### src/g3mdu_pkg.sv
// ----------------------------------------------------------------------------
// Group-3 unary and multiply/divide unit package
// Shared codes, item and stage types used by the front, queue and back parts.
// ----------------------------------------------------------------------------
package g3mdu_pkg;

  localparam int unsigned DivSteps = 16;

  localparam logic [2:0] ACT_TEST0 = 3'd0;
  localparam logic [2:0] ACT_TEST1 = 3'd1;
  localparam logic [2:0] ACT_NOT   = 3'd2;
  localparam logic [2:0] ACT_NEG   = 3'd3;
  localparam logic [2:0] ACT_MUL   = 3'd4;
  localparam logic [2:0] ACT_IMUL  = 3'd5;
  localparam logic [2:0] ACT_DIV   = 3'd6;
  localparam logic [2:0] ACT_IDIV  = 3'd7;

  localparam logic [1:0] TGT_NONE = 2'd0;
  localparam logic [1:0] TGT_RM   = 2'd1;
  localparam logic [1:0] TGT_ACC  = 2'd2;

  localparam logic [1:0] FW_NONE  = 2'd0;
  localparam logic [1:0] FW_CO    = 2'd1;
  localparam logic [1:0] FW_ALL   = 2'd2;

  typedef enum logic [2:0] {
    OP_TEST, OP_NOT, OP_NEG, OP_MUL, OP_IMUL, OP_DIV, OP_IDIV
  } op_e;

  typedef struct packed {
    op_e         op;
    logic        word;
    logic [15:0] rm;
    logic [15:0] acc;
    logic [15:0] imm;
    logic [31:0] dvd;
    logic [15:0] dvs;
    logic        nq;
    logic        nr;
    logic        perr;
  } item_t;

  typedef struct packed {
    logic [15:0] low;
    logic [15:0] high;
    logic [1:0]  target;
    logic        derr;
    logic [1:0]  fw;
    logic        cf;
    logic        of;
    logic        sf;
    logic        zf;
    logic        pf;
    logic        af;
  } res_t;

  typedef struct packed {
    logic        valid;
    op_e         op;
    logic        word;
    res_t        res;
    logic [31:0] prod;
    logic [15:0] rem;
    logic [15:0] wrk;
    logic [15:0] dvs;
    logic        nq;
    logic        nr;
    logic        perr;
  } stage_t;

endpackage

### src/g3mdu_queue.sv
// ----------------------------------------------------------------------------
// Group-3 unit decoupling queue
// Two-entry queue of decoded instructions between the front and back parts.
// ----------------------------------------------------------------------------
module g3mdu_queue (
  input  logic                clk_i,
  input  logic                rst_ni,
  input  logic                in_valid_i,
  output logic                in_ready_o,
  input  g3mdu_pkg::item_t    in_item_i,
  output logic                out_valid_o,
  input  logic                out_ready_i,
  output g3mdu_pkg::item_t    out_item_o
);
  import g3mdu_pkg::*;

  item_t      entry_q [2];
  logic       wr_q, rd_q;
  logic [1:0] cnt_q;
  logic       push, pop;

  assign in_ready_o  = (cnt_q != 2'd2);
  assign out_valid_o = (cnt_q != 2'd0);
  assign out_item_o  = entry_q[rd_q];
  assign push        = in_valid_i && in_ready_o;
  assign pop         = out_valid_o && out_ready_i;

  always_ff @(posedge clk_i or negedge rst_ni) begin
    if (!rst_ni) begin
      wr_q  <= 1'b0;
      rd_q  <= 1'b0;
      cnt_q <= 2'd0;
    end else begin
      if (push) wr_q <= !wr_q;
      if (pop)  rd_q <= !rd_q;
      cnt_q <= cnt_q + {1'b0, push} - {1'b0, pop};
    end
  end

  always_ff @(posedge clk_i) begin
    if (push) begin
      entry_q[wr_q] <= in_item_i;
    end
  end

`ifndef SYNTHESIS
  a_cnt_range: assert property (@(posedge clk_i) disable iff (!rst_ni)
    cnt_q != 2'd3) else $error("queue count out of range");
  a_ptr_match: assert property (@(posedge clk_i) disable iff (!rst_ni)
    (cnt_q == 2'd0 || cnt_q == 2'd2) |-> (wr_q == rd_q)) else $error("queue pointers");
`endif

endmodule

### config.mk
export PLATFORM = sky130hd
export DESIGN_NAME = g3mdu_queue
export DESIGN_NICKNAME = d
export VERILOG_FILES = /design/src/g3mdu_pkg.sv /design/src/g3mdu_queue.sv
export SDC_FILE = /design/constraint.sdc
export NUM_CORES = 1
export LEC_CHECK = 0
export ABC_AREA = 1
export BUFFER_PORTS_ARGS = -buffer_cell sky130_fd_sc_hd__buf_2
export CAP_MARGIN = 20
export CORE_UTILIZATION = 56
export DETAILED_ROUTE_END_ITERATION = 7
export PLACE_DENSITY = 0.82
export SLEW_MARGIN = 10
export SYNTH_ARGS = -nofsm -noshare
export SYNTH_HDL_FRONTEND = slang
export SYNTH_SLANG_ARGS = --single-unit
export TNS_END_PERCENT = 5
### constraint.sdc
create_clock -name clk_i -period 10.3 [get_ports clk_i]
set_input_delay 1.03 -clock clk_i [delete_from_list [all_inputs] [get_ports clk_i]]
set_output_delay 1.03 -clock clk_i [all_outputs]
set_load 0.03 [all_outputs]
==> impl_metrics.json <==
{
  "dieHeight_um": 119.6,
  "ios": 212,
  "syn_area_um2": 7745,
  "core.rowCount": 42,
  "power_density_nw_per_um2": 330.5,
  "cts_hold_buf": 0,
  "area_growth_pct": 24.31,
  "grt_pass1_wl_mm": 22.59,
  "p_total_mw": 3.182,
  "final_nets": 893,
  "finalSetupViolCount": 0,
  "wl_mm": 15.11,
  "antenna_left": 0,
  "slew_viol_final": 0,
  "maxCapViolCount": 0,
  "vdd_drop_max_mv": 0.3261,
  "clockBufferDepth": 3,
  "skew_ns": 0.01239,
  "ff2ff_setup_slack_ns": 7.55,
  "cp_slowest_cell": "inv_4",
  "synth_top_cell_by_area": "edfxtp_1",
  "status": "finished, final reports clean",
  "yosysMostFrequentCell": "nand2_1",
  "grt_use_total_pct": 20.44,
  "critical_path.most_common_cell": "nand2_1",
  "cts_tree": "built",
  "grt_max_degree": 105,
  "synth_enable_flop_cells": 206,
  "post_dp_cell_area_um2": 8910,
  "clock_latency_ns": 0.47,
  "power_leakage_nw": 4.181,
  "synth_seq_cells": 210,
  "worstPathCellList": "inv_4 -> nand2_1 -> nand2_1 -> buf_2",
  "cts_setup_buffers": 0,
  "required_ns": 9.27,
  "worstPathArrival_ns": 2.52,
  "portBuffers": 211,
  "finalCriticalPeriod_ns": 3.547,
  "synthCells": 570,
  "drive_gt1_share_pct": 31.20,
  "gp_congestion": 0.7678,
  "hold_viol_final": 0,
  "stdcell_area_um2": 9628,
  "synth_ff_type": "edfxtp_1",
  "synth_top_area_share_pct": 79.87,
  "crit_fanout": 104,
  "cts_max_level": 1,
  "crit_path_max_incr_delay_ns": 0.80,
  "die_x_um": 119.6,
  "ys_seq_area_share_pct": 81.16,
  "rsz0062_at_grt": "false",
  "reg2reg_to": "entry_q[1][8]",
  "grt-ovfl-total": 0,
  "cts.sinks": 210,
  "synthTopCellsByCount": "318 x nand2_1, 206 x edfxtp_1, 12 x buf_2",
  "fillCellCount": 865,
  "postSynthAreaPerCell_um2": 13.59,
  "first_global_vias": 4797,
  "antenna_found_initial": 5,
  "start_util_pct": 58.02,
  "cts-root-buf": "clkbuf_16",
  "die-area_um2": 14300,
  "async_flop_share_pct": 1.905,
  "ctsResizeCount": 0,
  "maxSlewHeadroom_pct": 26.07,
  "fin_hold_ws_ns": 0.3510,
  "avgRoutedWirePerCell_um": 15.47,
  "drt_iter0_drc": 322,
  "rr_worst_depth": 4,
  "num_vias": 4930,
  "clk_pin_slew_ns": 0.06,
  "cp-start-kind": "register",
  "vias_per_cell": 5.046,
  "drc_errors": 0,
  "core_um2": 13350,
  "hold_class": "primary input to asynchronous set/reset pin",
  "first_pass_iters": 4,
  "tightest_slew_ns": 1.109,
  "numCtsBuffers": 21,
  "hpwl_mm": 9.477,
  "timing.fmax_ghz": 0.2819,
  "critPathKind": "register to output pin",
  "tns_ns": 0,
  "reg2reg_from": "cnt_q[1]",
  "synthTopCellsByArea": "edfxtp_1 80%, nand2_1 15%, dfrtp_1 1.3%",
  "worstSetupEndpointType": "output pin",
  "synth.net_count": 678,
  "netlist-cell-type-count": 14,
  "fin_util_pct": 72.13,
  "yosysWarningCount": 0,
  "fin_crit_sh_pct": 34.44,
  "startpoint": "rd_q"
}
## how the worst max path moves through the flow
stage                 endpoint  slack (ns)  depth (start not counted)
2_1_floorplan    entry_q[1][0]        4.27                          2
3_3_place_gp    entry_q[0][27]        6.85                          4
3_5_place_dp   out_item_o[102]        6.89                          4
4_1_cts         out_item_o[15]        6.37                          4
5_1_grt         out_item_o[29]        6.62                          4
6_report        out_item_o[15]        6.75                          4
## cell type report
cell class                      count  area [um^2]  share of cell area, %
Sequential cell                   210         6290                  65.33
Multi-Input combinational cell    329         1269                  13.18
Timing Repair Buffer              215         1126                  11.70
Clock buffer                       27        558.0                  5.796
Tap cell                          176        220.2                  2.287
Clock inverter                      9        125.1                  1.300
Inverter                            8        32.53                 0.3379
Antenna cell                        3        7.507                0.07797
## kinds of logic (layout without fill, tap and decap cells)
family	count (synthesis)	in the layout	share of synthesized area, %
AND/OR/NAND/NOR	325	325	15.78
XOR/XNOR	1	1	0.1131
other	0	3	0
AO/OA/AOI/OAI	2	2	0.1291
flip-flops	210	210	81.16
buffers and inverters	31	259	2.650
adder cells (fa/ha/maj)	1	1	0.1615
## layer usage
layer	wire [um]	track usage, %
met5	11	0
met3	1426	6.369
met4	248	5.547
met2	7506	35.22
met1	5921	24.95
## critical path, delay by kind of cell, from the launching register on
kind	cells	cell delay (ns)
DFF	1	0.66
and+or+nand+nor	2	0.30
buffers and inverters	2	1.01
## power breakdown
| group | internal, mW | switching [mW] |
|---|---|---|
| registers | 1.17 | 0.0713 |
| clock network | 0.458 | 0.286 |
| logic | 0.288 | 0.910 |
## stage by stage
stage	setup slack, ns	instances
6_report	6.753	977
5_1_grt	6.619	975
4_1_cts	6.370	973
3_5_place_dp	6.889	937
3_3_place_gp	6.853	936
2_1_floorplan	4.274	570
## sequential cells by signal, indices dropped and copies added (netlist names)
| name | flops |
|---|---|
| entry_q | 206 |
| cnt_q | 2 |
| wr_q | 1 |
| rd_q | 1 |
## placed cells by master (no fill, tap or decap), types with 2 or more instances in the layout
cell type and count:
nand2_1 318, buf_2 211, edfxtp_1 206, clkbuf_16 21, inv_1 7, clkbuf_1 5, clkinv_2 4, diode_2 3
nor2_1 3, bufinv_16 3, dfrtp_1 3, nand3_1 2, nor2_4 2, buf_16 2, buf_4 2
Power figures use the tool's default switching activity.
