[src/g3mdu_pkg.sv]
// ----------------------------------------------------------------------------
// Group-3 unary and multiply/divide unit package
// Shared codes, item and stage types used by the front, queue and back parts.
// ----------------------------------------------------------------------------
package g3mdu_pkg;

  localparam int unsigned DivSteps = 16;

  localparam logic [2:0] ACT_TEST0 = 3'd0;
  localparam logic [2:0] ACT_TEST1 = 3'd1;
  localparam logic [2:0] ACT_NOT   = 3'd2;
  localparam logic [2:0] ACT_NEG   = 3'd3;
  localparam logic [2:0] ACT_MUL   = 3'd4;
  localparam logic [2:0] ACT_IMUL  = 3'd5;
  localparam logic [2:0] ACT_DIV   = 3'd6;
  localparam logic [2:0] ACT_IDIV  = 3'd7;

  localparam logic [1:0] TGT_NONE = 2'd0;
  localparam logic [1:0] TGT_RM   = 2'd1;
  localparam logic [1:0] TGT_ACC  = 2'd2;

  localparam logic [1:0] FW_NONE  = 2'd0;
  localparam logic [1:0] FW_CO    = 2'd1;
  localparam logic [1:0] FW_ALL   = 2'd2;

  typedef enum logic [2:0] {
    OP_TEST, OP_NOT, OP_NEG, OP_MUL, OP_IMUL, OP_DIV, OP_IDIV
  } op_e;

  typedef struct packed {
    op_e         op;
    logic        word;
    logic [15:0] rm;
    logic [15:0] acc;
    logic [15:0] imm;
    logic [31:0] dvd;
    logic [15:0] dvs;
    logic        nq;
    logic        nr;
    logic        perr;
  } item_t;

  typedef struct packed {
    logic [15:0] low;
    logic [15:0] high;
    logic [1:0]  target;
    logic        derr;
    logic [1:0]  fw;
    logic        cf;
    logic        of;
    logic        sf;
    logic        zf;
    logic        pf;
    logic        af;
  } res_t;

  typedef struct packed {
    logic        valid;
    op_e         op;
    logic        word;
    res_t        res;
    logic [31:0] prod;
    logic [15:0] rem;
    logic [15:0] wrk;
    logic [15:0] dvs;
    logic        nq;
    logic        nr;
    logic        perr;
  } stage_t;

endpackage

[src/g3mdu_front.sv]
// ----------------------------------------------------------------------------
// Group-3 unit front end
// Accepts instructions, decodes the operation and prepares divider operands.
// ----------------------------------------------------------------------------
module g3mdu_front (
  input  logic                clk_i,
  input  logic                rst_ni,
  input  logic                valid_i,
  output logic                ready_o,
  input  logic [3:0]          user_i,
  input  logic [63:0]         data_i,
  output logic                item_valid_o,
  input  logic                item_ready_i,
  output g3mdu_pkg::item_t    item_o
);
  import g3mdu_pkg::*;

  item_t       item_d, item_q;
  logic        valid_q;
  logic        word, nd, nv, is_idiv;
  logic [2:0]  act;
  logic [15:0] mask, rm, acc, dx, imm, av;
  logic [31:0] dvd, ad;

  assign act  = user_i[2:0];
  assign word = user_i[3];
  assign mask = word ? 16'hFFFF : 16'h00FF;
  assign rm   = data_i[15:0] & mask;
  assign acc  = data_i[31:16];
  assign dx   = data_i[47:32];
  assign imm  = data_i[63:48] & mask;
  assign dvd  = word ? {dx, acc} : {16'h0000, acc};
  assign is_idiv = (act == ACT_IDIV);
  assign nd   = is_idiv & (word ? dvd[31] : dvd[15]);
  assign nv   = is_idiv & (word ? rm[15] : rm[7]);
  assign ad   = nd ? (word ? (32'd0 - dvd) : {16'h0000, 16'd0 - acc}) : dvd;
  assign av   = nv ? ((16'd0 - rm) & mask) : rm;

  always_comb begin
    item_d.word = word;
    item_d.rm   = rm;
    item_d.acc  = acc & mask;
    item_d.imm  = imm;
    item_d.dvd  = ad;
    item_d.dvs  = av;
    item_d.nq   = nd ^ nv;
    item_d.nr   = nd;
    item_d.perr = (ad[31:16] >= av);
    unique case (act) inside
      ACT_TEST0, ACT_TEST1: item_d.op = OP_TEST;
      ACT_NOT:              item_d.op = OP_NOT;
      ACT_NEG:              item_d.op = OP_NEG;
      ACT_MUL:              item_d.op = OP_MUL;
      ACT_IMUL:             item_d.op = OP_IMUL;
      ACT_DIV:              item_d.op = OP_DIV;
      default:              item_d.op = OP_IDIV;
    endcase
  end

  assign ready_o      = !valid_q || item_ready_i;
  assign item_valid_o = valid_q;
  assign item_o       = item_q;

  always_ff @(posedge clk_i or negedge rst_ni) begin
    if (!rst_ni) begin
      valid_q <= 1'b0;
    end else if (ready_o) begin
      valid_q <= valid_i;
    end
  end

  always_ff @(posedge clk_i) begin
    if (ready_o && valid_i) begin
      item_q <= item_d;
    end
  end

endmodule

[config.mk]
export PLATFORM = sky130hd
export DESIGN_NAME = g3mdu_front
export DESIGN_NICKNAME = d
export VERILOG_FILES = /design/src/g3mdu_pkg.sv /design/src/g3mdu_front.sv
export SDC_FILE = /design/constraint.sdc
export NUM_CORES = 1
export LEC_CHECK = 0
export BUFFER_PORTS_ARGS = -buffer_cell sky130_fd_sc_hd__buf_2
export CAP_MARGIN = 10
export CORE_ASPECT_RATIO = 0.6
export CORE_MARGIN = 5
export CORE_UTILIZATION = 25
export CTS_BUF_LIST = sky130_fd_sc_hd__clkbuf_16
export DETAILED_ROUTE_END_ITERATION = 10
export GPL_ROUTABILITY_DRIVEN = 0
export HOLD_SLACK_MARGIN = 0.15
export PLACE_DENSITY = 0.55
export SETUP_SLACK_MARGIN = 0.2
export SLEW_MARGIN = 10
export SYNTH_ARGS = -nofsm -noshare
export SYNTH_HDL_FRONTEND = slang
export SYNTH_SLANG_ARGS = --single-unit
[constraint.sdc]
create_clock -name clk_i -period 5.25 [get_ports clk_i]
set_clock_uncertainty 0.1 [all_clocks]
set_input_delay 0.525 -clock clk_i [delete_from_list [all_inputs] [get_ports clk_i]]
set_output_delay 0.525 -clock clk_i [all_outputs]
set_load 0.02 [all_outputs]
==> results of run 1 <==
==> repair_timing <==
| action | CTS | global route |
|---|---|---|
| hold buffers | 1 | 0 |
| setup buffers | 0 | 0 |
| hold endpoints to repair | 1 | 0 |
==> cells by family after synthesis <==
logic type	Yosys count	synth area share [%]
xor+xnor	42	7.30
compound gates	58	7.70
fa+ha+maj	18	4.47
mux	1	0.223
buf+inv	29	2.43
flops	102	60.7
simple gates	141	17.2
==> cell type report <==
| cell class | count | area (sq um) |
|---|---|---|
| clock buffer | 9 | 225 |
| clock inverter | 6 | 61.3 |
| fill | 2038 | 13400 |
| inverter | 15 | 56.3 |
| multi-input combinational | 260 | 1860 |
| sequential | 102 | 3060 |
| tap | 273 | 342 |
| timing repair buffer | 179 | 906 |
==> cells in the final DEF, fill, tap and decap left out, types with 3 or more instances in the layout <==
cell       instances
a21o_1             4
a21oi_1           12
a31oi_1            9
and2_1            34
and3_1             3
and4_1             4
buf_2            176
clkbuf_16          9
edfxtp_1         101
ha_1              18
inv_1             14
nand2_1           22
nand2b_1          13
nand3_1            5
nor2_1            17
nor2b_1           11
nor3_1             8
nor4_1             5
nor4_4             3
o21ai_0           12
o31ai_1            9
or3_1              4
xnor2_1           17
xor2_1            25
==> per-stage QoR <==
step | util (%) | setup WS (ns) | cells | power [uW] | hold slack [ns]
floorplan | - | 1.52 | 391 | 1160 | 0.129
global placement | 31.2 | 1.37 | 828 | 1290 | 0.200
detailed placement | 31.2 | 1.24 | 828 | 1300 | 0.203
CTS | 32.7 | 1.63 | 844 | 1980 | 0.225
global route | 32.7 | 1.33 | 844 | 2040 | 0.228
finish | 32.7 | 1.66 | 844 | 1950 | 0.242
==> registers in the layout, summed over array words and instances, names as in the netlist <==
register / flops
item_o: 101
item_valid_o: 1
==> Yosys cell counts (3+ instances only) <==
master,number,area share (%)
and3_1,3,0.37
nor4_4,3,1.3
o21ai_0,12,1.2
nor4_1,5,0.62
nand2_1,22,1.6
nand3_1,5,0.50
nand2b_1,13,1.6
ha_1,18,4.5
a21o_1,4,0.60
xnor2_1,17,3.0
inv_1,14,1.0
a21oi_1,12,1.2
clkbuf_1,7,0.52
nor2b_1,11,1.4
xor2_1,25,4.3
a31oi_1,9,1.1
and4_1,4,0.70
buf_2,5,0.50
or3_1,4,0.50
nor3_1,8,0.79
nor2_1,17,1.3
and2_1,35,4.3
edfxtp_1,101,60
o31ai_1,9,1.3
==> final timing paths <==
| check | from | endpoint | slack [ns] | cells after the start |
|---|---|---|---|---|
| max | user_i[3] | item_o[0] | 1.66 | 13 |
| min | data_i[55] | item_o[58] | 0.24 | 1 |
| max reg2reg | item_valid_o | item_o[67] | 2.97 | 3 |
| min reg2reg | item_valid_o | item_valid_o | 0.44 | 2 |
| max in group asynchronous | rst_ni | item_valid_o | 4.59 | 2 |
| min in group asynchronous | rst_ni | item_valid_o | 0.38 | 2 |
==> where the power goes <==
part           switching, uW  leakage [uW]  internal (uW)
sequential              11.7      0.000989            956
clock                    311      0.000133            366
combinational            203       0.00154            105
==> per-layer routing <==
layer  global-route usage [%]  routed length, um
met5                        0                 53
met4                     3.27                 51
met2                     18.0               6460
met3                     6.09               1370
met1                     16.8               6840
==> results.rst, run 1 <==
.. list-table::
   :header-rows: 1

   * - Metric
     - Value
   * - Area of the mapped netlist
     - 5040 sq um
   * - Clock latency on the worst-skew pair
     - 0.35 ns
   * - Height of the chip
     - 120 um
   * - Residual DRC count
     - 0
   * - Total of max-cap violations
     - 0
   * - Accumulated negative setup slack
     - 0 ns
   * - Maximum ir drop on the vdd rail
     - 149 uV
   * - Initial Util
     - 25.3%
   * - Post-cts resize count
     - 0
   * - Total CTS buffers
     - 9
   * - Clock transition time at the flip-flop clock pins of the worst setup and hold paths
     - roughly 0.08 ns
   * - DRT Pass-1 Iters
     - 5
   * - Number of buffers added on ports
     - 176
   * - Share of flip-flops with an asynchronous set or reset after synthesis
     - less than 1%
   * - Achievable frequency
     - roughly 280 MHz
   * - Period utilisation layout
     - about two thirds
   * - Slew Viols, Final
     - 0
   * - Sequential area share after synthesis
     - between 60% and 70%
   * - GRT Overall Usage
     - between 10% and 20%
   * - Crit-path max FO
     - 20
   * - Type of element capturing the critical path
     - register
   * - CP Launch Type
     - primary input
   * - Number of ports placed on the die boundary
     - between 150 and 200
   * - Root Driver
     - clkbuf_16
   * - Finish-stage setup viols
     - 0
   * - Result of the run
     - complete, no violations
   * - Hold WC Path Type
     - in -> reg
   * - Ys flop type
     - edfxtp_1
   * - RSZ-0062 raised after global routing
     - false
   * - Delay of the slowest cell on the worst path
     - about 0.52 ns
   * - Slew of the pin with the lowest slew margin
     - approximately 1.0 ns
   * - Global-route wire length before repair
     - approximately 22000 um
   * - Diode count
     - 0
   * - Global-route congestion overflow total
     - 0
   * - Fin area
     - around 6500 sq um
   * - Detailed Route WL
     - ~15000 um
   * - Crit path cell chain
     - buf_2 -> mux2_1 -> nand2_1 -> inv_2 -> o31ai_1 -> xnor2_1 -> and2_1 -> ha_1 -> a211o_1 -> a31oi_1 -> o221ai_1 -> a221oi_1 -> o21ai_0
   * - Final Critical Period
     - about 3.6 ns
   * - Initial antenna violation count
     - 4
   * - Crit path max-delay family
     - compound AO/OA/AOI/OAI gates
   * - Vias in the first global route
     - about 3700
   * - Clk buf depth
     - 2
   * - Arrival time worst endpoint
     - about 3.6 ns
   * - Cell Area, Placed
     - 6210 sq um
   * - Post-synthesis register bit count
     - around 100
   * - TritonCTS clock tree
     - built
   * - Share of post-route cells with drive strength above 1
     - a little over a third
   * - Vias per Instance
     - about 4.3
   * - P per Cell Area
     - between 300 and 400 nW/um^2
   * - WS Path Type
     - in -> reg
   * - Slowest cell on the critical path
     - nand2_1
   * - Final hold violation count
     - 0
   * - Total number of yosys warnings
     - 0
   * - DIE AREA
     - between 20000 and 25000 sq um
   * - Worst path required time
     - 5.26 ns
   * - Synthesized net count
     - roughly 480
   * - CORE AREA
     - 19900 sq um
   * - Number of enable flip-flop cells after synthesis
     - roughly 100
   * - Half-perimeter wire length after placement
     - between 10000 and 15000 um
   * - Maximum number of pins on one net before global-route repair
     - 74
   * - Count of standard-cell rows
     - 40
   * - Pleak
     - 0.00266 uW
   * - Post-synth cell types
     - 48
   * - Detailed-route via count
     - roughly 3600
   * - Post-DRT Antenna Nets
     - 0
   * - Signed area change from the synthesized netlist to the final layout
     - 29.2%
   * - Synthesized instance count
     - around 400
   * - Number of buffer and inverter stages on the critical path
     - 2
   * - Final routed wire length divided by cell count
     - 17.5 um
   * - Number of clock sinks seen by CTS
     - roughly 100
   * - Slew headroom
     - roughly 30%
   * - Final layout net count
     - approximately 660
   * - Avg Cell Area, Syn
     - around 13 sq um
   * - Detailed router's first-iteration violation count
     - around 140
   * - Die Width
     - just under 200 um
   * - Maximum level of the CTS H-tree
     - 3
Power figures use the tool's default switching activity.
==> run 2: changes to the inputs <==
ABC_AREA = 1   (was unset)
PLACE_DENSITY = 0.56   (was 0.55)
clock period = 3.1 ns   (was 5.25 ns; I/O delays follow)
==> results.rst, run 2 <==
.. list-table::
   :header-rows: 1

   * - Metric
     - Value
   * - DIE AREA
     - 24100 sq um (was 23200 sq um)
   * - RSZ-0062 raised after global routing
     - false (unchanged)
   * - Xor/xnor cell area share of the yosys netlist
     - 3.51% (was 7.30%)
   * - Vias per Instance
     - 4.16 (was 4.31)
   * - Slowest cell on the critical path
     - dlygate4sd3_1 (was nand2_1)
   * - Residual DRC count
     - 0 (unchanged)
   * - Area of the mapped netlist
     - 5250 sq um (was 5040 sq um)
   * - P per Cell Area
     - 457 nW/um^2 (was 300 nW/um^2)
   * - Total number of yosys warnings
     - 0 (unchanged)
   * - Initial Util
     - 25.2% (was 25.3%)
   * - Synth top area cells
     - edfxtp_1 58%, nand2_1 11%, inv_1 6.4%, nor2_1 5.7%, ha_1 4.3% (was edfxtp_1 60%, ha_1 4.5%, and2_1 4.3%, xor2_1 4.3%, xnor2_1 3.0%)
   * - Clock transition time at the flip-flop clock pins of the worst setup and hold paths
     - 0.08 ns (about the same)
   * - Main combinational cell family by area after synthesis
     - simple AND/OR/NAND/NOR gates (unchanged)
   * - Post-synthesis register bit count
     - 102 (unchanged)
   * - Initial antenna violation count
     - 4 (unchanged)
   * - Avg Cell Area, Syn
     - 9.25 sq um (was 12.9 sq um)
   * - Global-route congestion overflow total
     - 0 (unchanged)
   * - Number of enable flip-flop cells after synthesis
     - 101 (unchanged)
   * - Slew Viols, Final
     - 0 (unchanged)
   * - Arrival time worst endpoint
     - 2.74 ns (was 3.59 ns)
   * - DRT Pass-1 Iters
     - 5 (unchanged)
   * - Top library cells by usage in the layout, fill and taps aside
     - 176 x buf_2, 141 x nand2_1, 101 x edfxtp_1 (was 176 x buf_2, 101 x edfxtp_1, 34 x and2_1)
   * - Cell type with the largest total area after synthesis
     - edfxtp_1 (unchanged)
   * - Post-synthesis adder-cell area fraction
     - 4.29% (was 4.47%)
   * - TritonCTS clock tree
     - built (unchanged)
   * - Maximum level of the CTS H-tree
     - 3 (unchanged)
   * - CORE AREA
     - 20800 sq um (was 19900 sq um)
   * - Detailed-route via count
     - 4483 (was 3636)
   * - Type of element capturing the critical path
     - register (unchanged)
   * - Area share of the largest cell type after synthesis
     - 57.8% (was 60.2%)
   * - Number of clock sinks seen by CTS
     - 102 (unchanged)
   * - Most instantiated library cell after synthesis
     - nand2_1 (was edfxtp_1)
   * - Post-synthesis compound-gate area fraction
     - 5.18% (was 7.70%)
   * - Clock latency on the worst-skew pair
     - 0.35 ns (about the same)
   * - Half-perimeter wire length after placement
     - 12400 um (was 11500 um)
   * - Height of the chip
     - 122 um (was 120 um)
   * - Detailed Route WL
     - 16500 um (was 14800 um)
   * - Final cell utilization of the core
     - 35.3% (was 32.7%)
   * - Setup slack of the critical path after layout
     - 0.385 ns (was 1.66 ns)
   * - Final routed wire length divided by cell count
     - 15.4 um (was 17.5 um)
   * - Clk buf depth
     - 2 (unchanged)
   * - Slew of the pin with the lowest slew margin
     - 0.588 ns (was 1.05 ns)
   * - Most frequent standard cell in the layout excluding fill and tap cells
     - buf_2 (unchanged)
   * - Total CTS buffers
     - 9 (unchanged)
   * - Share of flip-flops with an asynchronous set or reset after synthesis
     - 0.980% (unchanged)
   * - Maximum number of pins on one net before global-route repair
     - 102 (was 74)
   * - Signed area change from the synthesized netlist to the final layout
     - 40.0% (was 29.2%)
   * - Placed Cells incl. Taps
     - 1020 (was 828)
   * - Maximum ir drop on the vdd rail
     - 244 uV (was 149 uV)
   * - Cell Area, Placed
     - 6520 sq um (was 6210 sq um)
   * - Slew headroom
     - 60.8% (was 30.3%)
   * - GRT Overall Usage
     - 13.7% (was 12.5%)
   * - Synthesized instance count
     - 567 (was 391)
   * - Period utilisation layout
     - roughly 88%
   * - Mux cell area share after synthesis
     - 0% (was 0.223%)
   * - Post-DRT Antenna Nets
     - 0 (unchanged)
   * - Layout fillers
     - 2224 (was 2038)
   * - Final hold violation count
     - 0 (unchanged)
   * - Setup slack after placement
     - -0.0564 ns (was 1.24 ns)
   * - Achievable frequency
     - between 300 and 400 MHz
   * - Ys flop type
     - edfxtp_1 (unchanged)
   * - Basic-gate share of the synthesized area counting and, or, nand and nor cells
     - 20.7% (was 17.2%)
   * - Setup fix buffers added after clock tree synthesis
     - 0 (unchanged)
   * - Root Driver
     - clkbuf_16 (unchanged)
   * - Post-synth cell types
     - 27 (was 48)
   * - Cell types with the highest counts after synthesis
     - 148 x nand2_1, 101 x edfxtp_1, 89 x inv_1, 79 x nor2_1, 29 x nand3_1 (was 101 x edfxtp_1, 35 x and2_1, 25 x xor2_1, 22 x nand2_1, 18 x ha_1)
   * - Crit path cell chain
     - dlygate4sd3_1 -> buf_2 -> nor2_1 -> nand2_1 -> nor2_2 -> nand3_2 -> nand3_1 -> nand2_1 -> nor2_2 -> ha_1 -> a21o_1 -> o21ai_0 -> nand3_1 -> nand2_1 -> nand3_1 (was buf_2 -> mux2_1 -> nand2_1 -> inv_2 -> o31ai_1 -> xnor2_1 -> and2_1 -> ha_1 -> a211o_1 -> a31oi_1 -> o221ai_1 -> a221oi_1 -> o21ai_0)
   * - Fin area
     - 7340 sq um (was 6510 sq um)
   * - Total of max-cap violations
     - 0 (unchanged)
   * - Number of buffers added on ports
     - 176 (unchanged)
   * - CP Launch Type
     - primary input (unchanged)
   * - Final Critical Period
     - between 2 and 3 ns
   * - Synthesized net count
     - 657 (was 481)
   * - Hold WC Path Type
     - in -> reg (unchanged)
   * - Crit-path max FO
     - 3 (was 20)
   * - Final layout net count
     - 883 (was 657)
   * - Accumulated negative setup slack
     - 0 ns (unchanged)
   * - Share of post-route cells with drive strength above 1
     - 30.6% (was 35.9%)
   * - Die Width
     - 197 um (was 193 um)
   * - Pleak
     - 0.00343 uW (was 0.00266 uW)
   * - Flip-flop count of the largest register after layout
     - 101 (unchanged)
   * - Sequential area share after synthesis
     - 58.3% (was 60.7%)
   * - Vias in the first global route
     - 4251 (was 3696)
   * - Global-route wire length before repair
     - 24600 um (was 22100 um)
   * - Count of standard-cell rows
     - 41 (was 40)
   * - Finish-stage setup viols
     - 0 (unchanged)
   * - Delay of the slowest cell on the worst path
     - 0.54 ns (was 0.52 ns)
   * - Number of ports placed on the die boundary
     - 177 (unchanged)
   * - Detailed router's first-iteration violation count
     - 401 (was 141)
   * - Non-filler instance count after layout
     - 1077 (was 844)
   * - Worst path required time
     - 3.12 ns (was 5.26 ns)
   * - Result of the run
     - complete, no violations (unchanged)
   * - WS Path Type
     - in -> reg (unchanged)
run 2: worst max-delay path: cells and delay by family:
kind | cells | cell delay (ns)
AO/OA/AOI/OAI | 2 | 0.38
adder cells (fa/ha/maj) | 1 | 0.26
buffers and inverters | 2 | 0.68
AND/OR/NAND/NOR | 10 | 1.10
run 2: final cells by class:
| class | instances | area, sq um | share of cell area (%) |
|---|---|---|---|
| flip-flops and latches | 102 | 3060 | 41.6 |
| well taps | 279 | 349 | 4.75 |
| clock buffers | 9 | 225 | 3.07 |
| multi-input cells | 360 | 1920 | 26.1 |
| diodes | 1 | 2.50 | 0.0341 |
| clock inverters | 6 | 47.5 | 0.647 |
| repair buffers | 228 | 1400 | 19.0 |
| inverters | 92 | 345 | 4.70 |
run 2: path summary, 6_finish.rpt:
kind / start / slack [ns] / end / cells after the start
max: data_i[27] / 0.39 / item_o[0] / 15
min: data_i[24] / 0.18 / item_o[75] / 3
max reg2reg: item_valid_o / 1.50 / item_o[73] / 2
min reg2reg: item_valid_o / 0.85 / item_o[12] / 2
max in group asynchronous: rst_ni / 2.09 / item_valid_o / 3
min in group asynchronous: rst_ni / 0.71 / item_valid_o / 3
run 2: repair_timing:
item	4_1_cts	5_1_grt
setup endpoints to repair	0	1
endpoints found under the hold margin	39	0
hold buffers	41	0
gates resized for setup	0	37
run 2: where the power goes:
group	switching, uW	internal (uW)	total, uW
clock network	542	545	1090
registers	18.5	1620	1640
logic	409	224	633
run 2: cell families (layout without fill, tap and decap cells):
logic type / count (synthesis) / count (layout)
AO/OA/AOI/OAI: 52 / 52
XOR/XNOR: 21 / 21
adder cells (fa/ha/maj): 18 / 18
buffers and inverters: 105 / 335
flip-flops: 102 / 102
other: 0 / 1
AND/OR/NAND/NOR: 269 / 269
run 2: routing by layer:
| layer | up-vias | part of all wire (%) | wire length, um | track usage (%) |
|---|---|---|---|---|
| met2 | 163 | 39 | 6410 | 18.4 |
| met3 | 19 | 12 | 1940 | 6.39 |
| li1 | 2281 | - | - | - |
| met1 | 2012 | 48 | 7970 | 19.6 |
| met4 | 8 | 1.0 | 168 | 3.51 |
| met5 | - | 0.27 | 45 | 0 |
run 2: per-stage QoR:
step / total power, uW / hold slack (ns)
after floorplan: 2010 / -0.0856
after global placement: 2240 / -0.0154
after detailed placement: 2240 / -0.0149
after CTS: 3400 / 0.158
after global routing: 3540 / 0.176
final: 3360 / 0.182
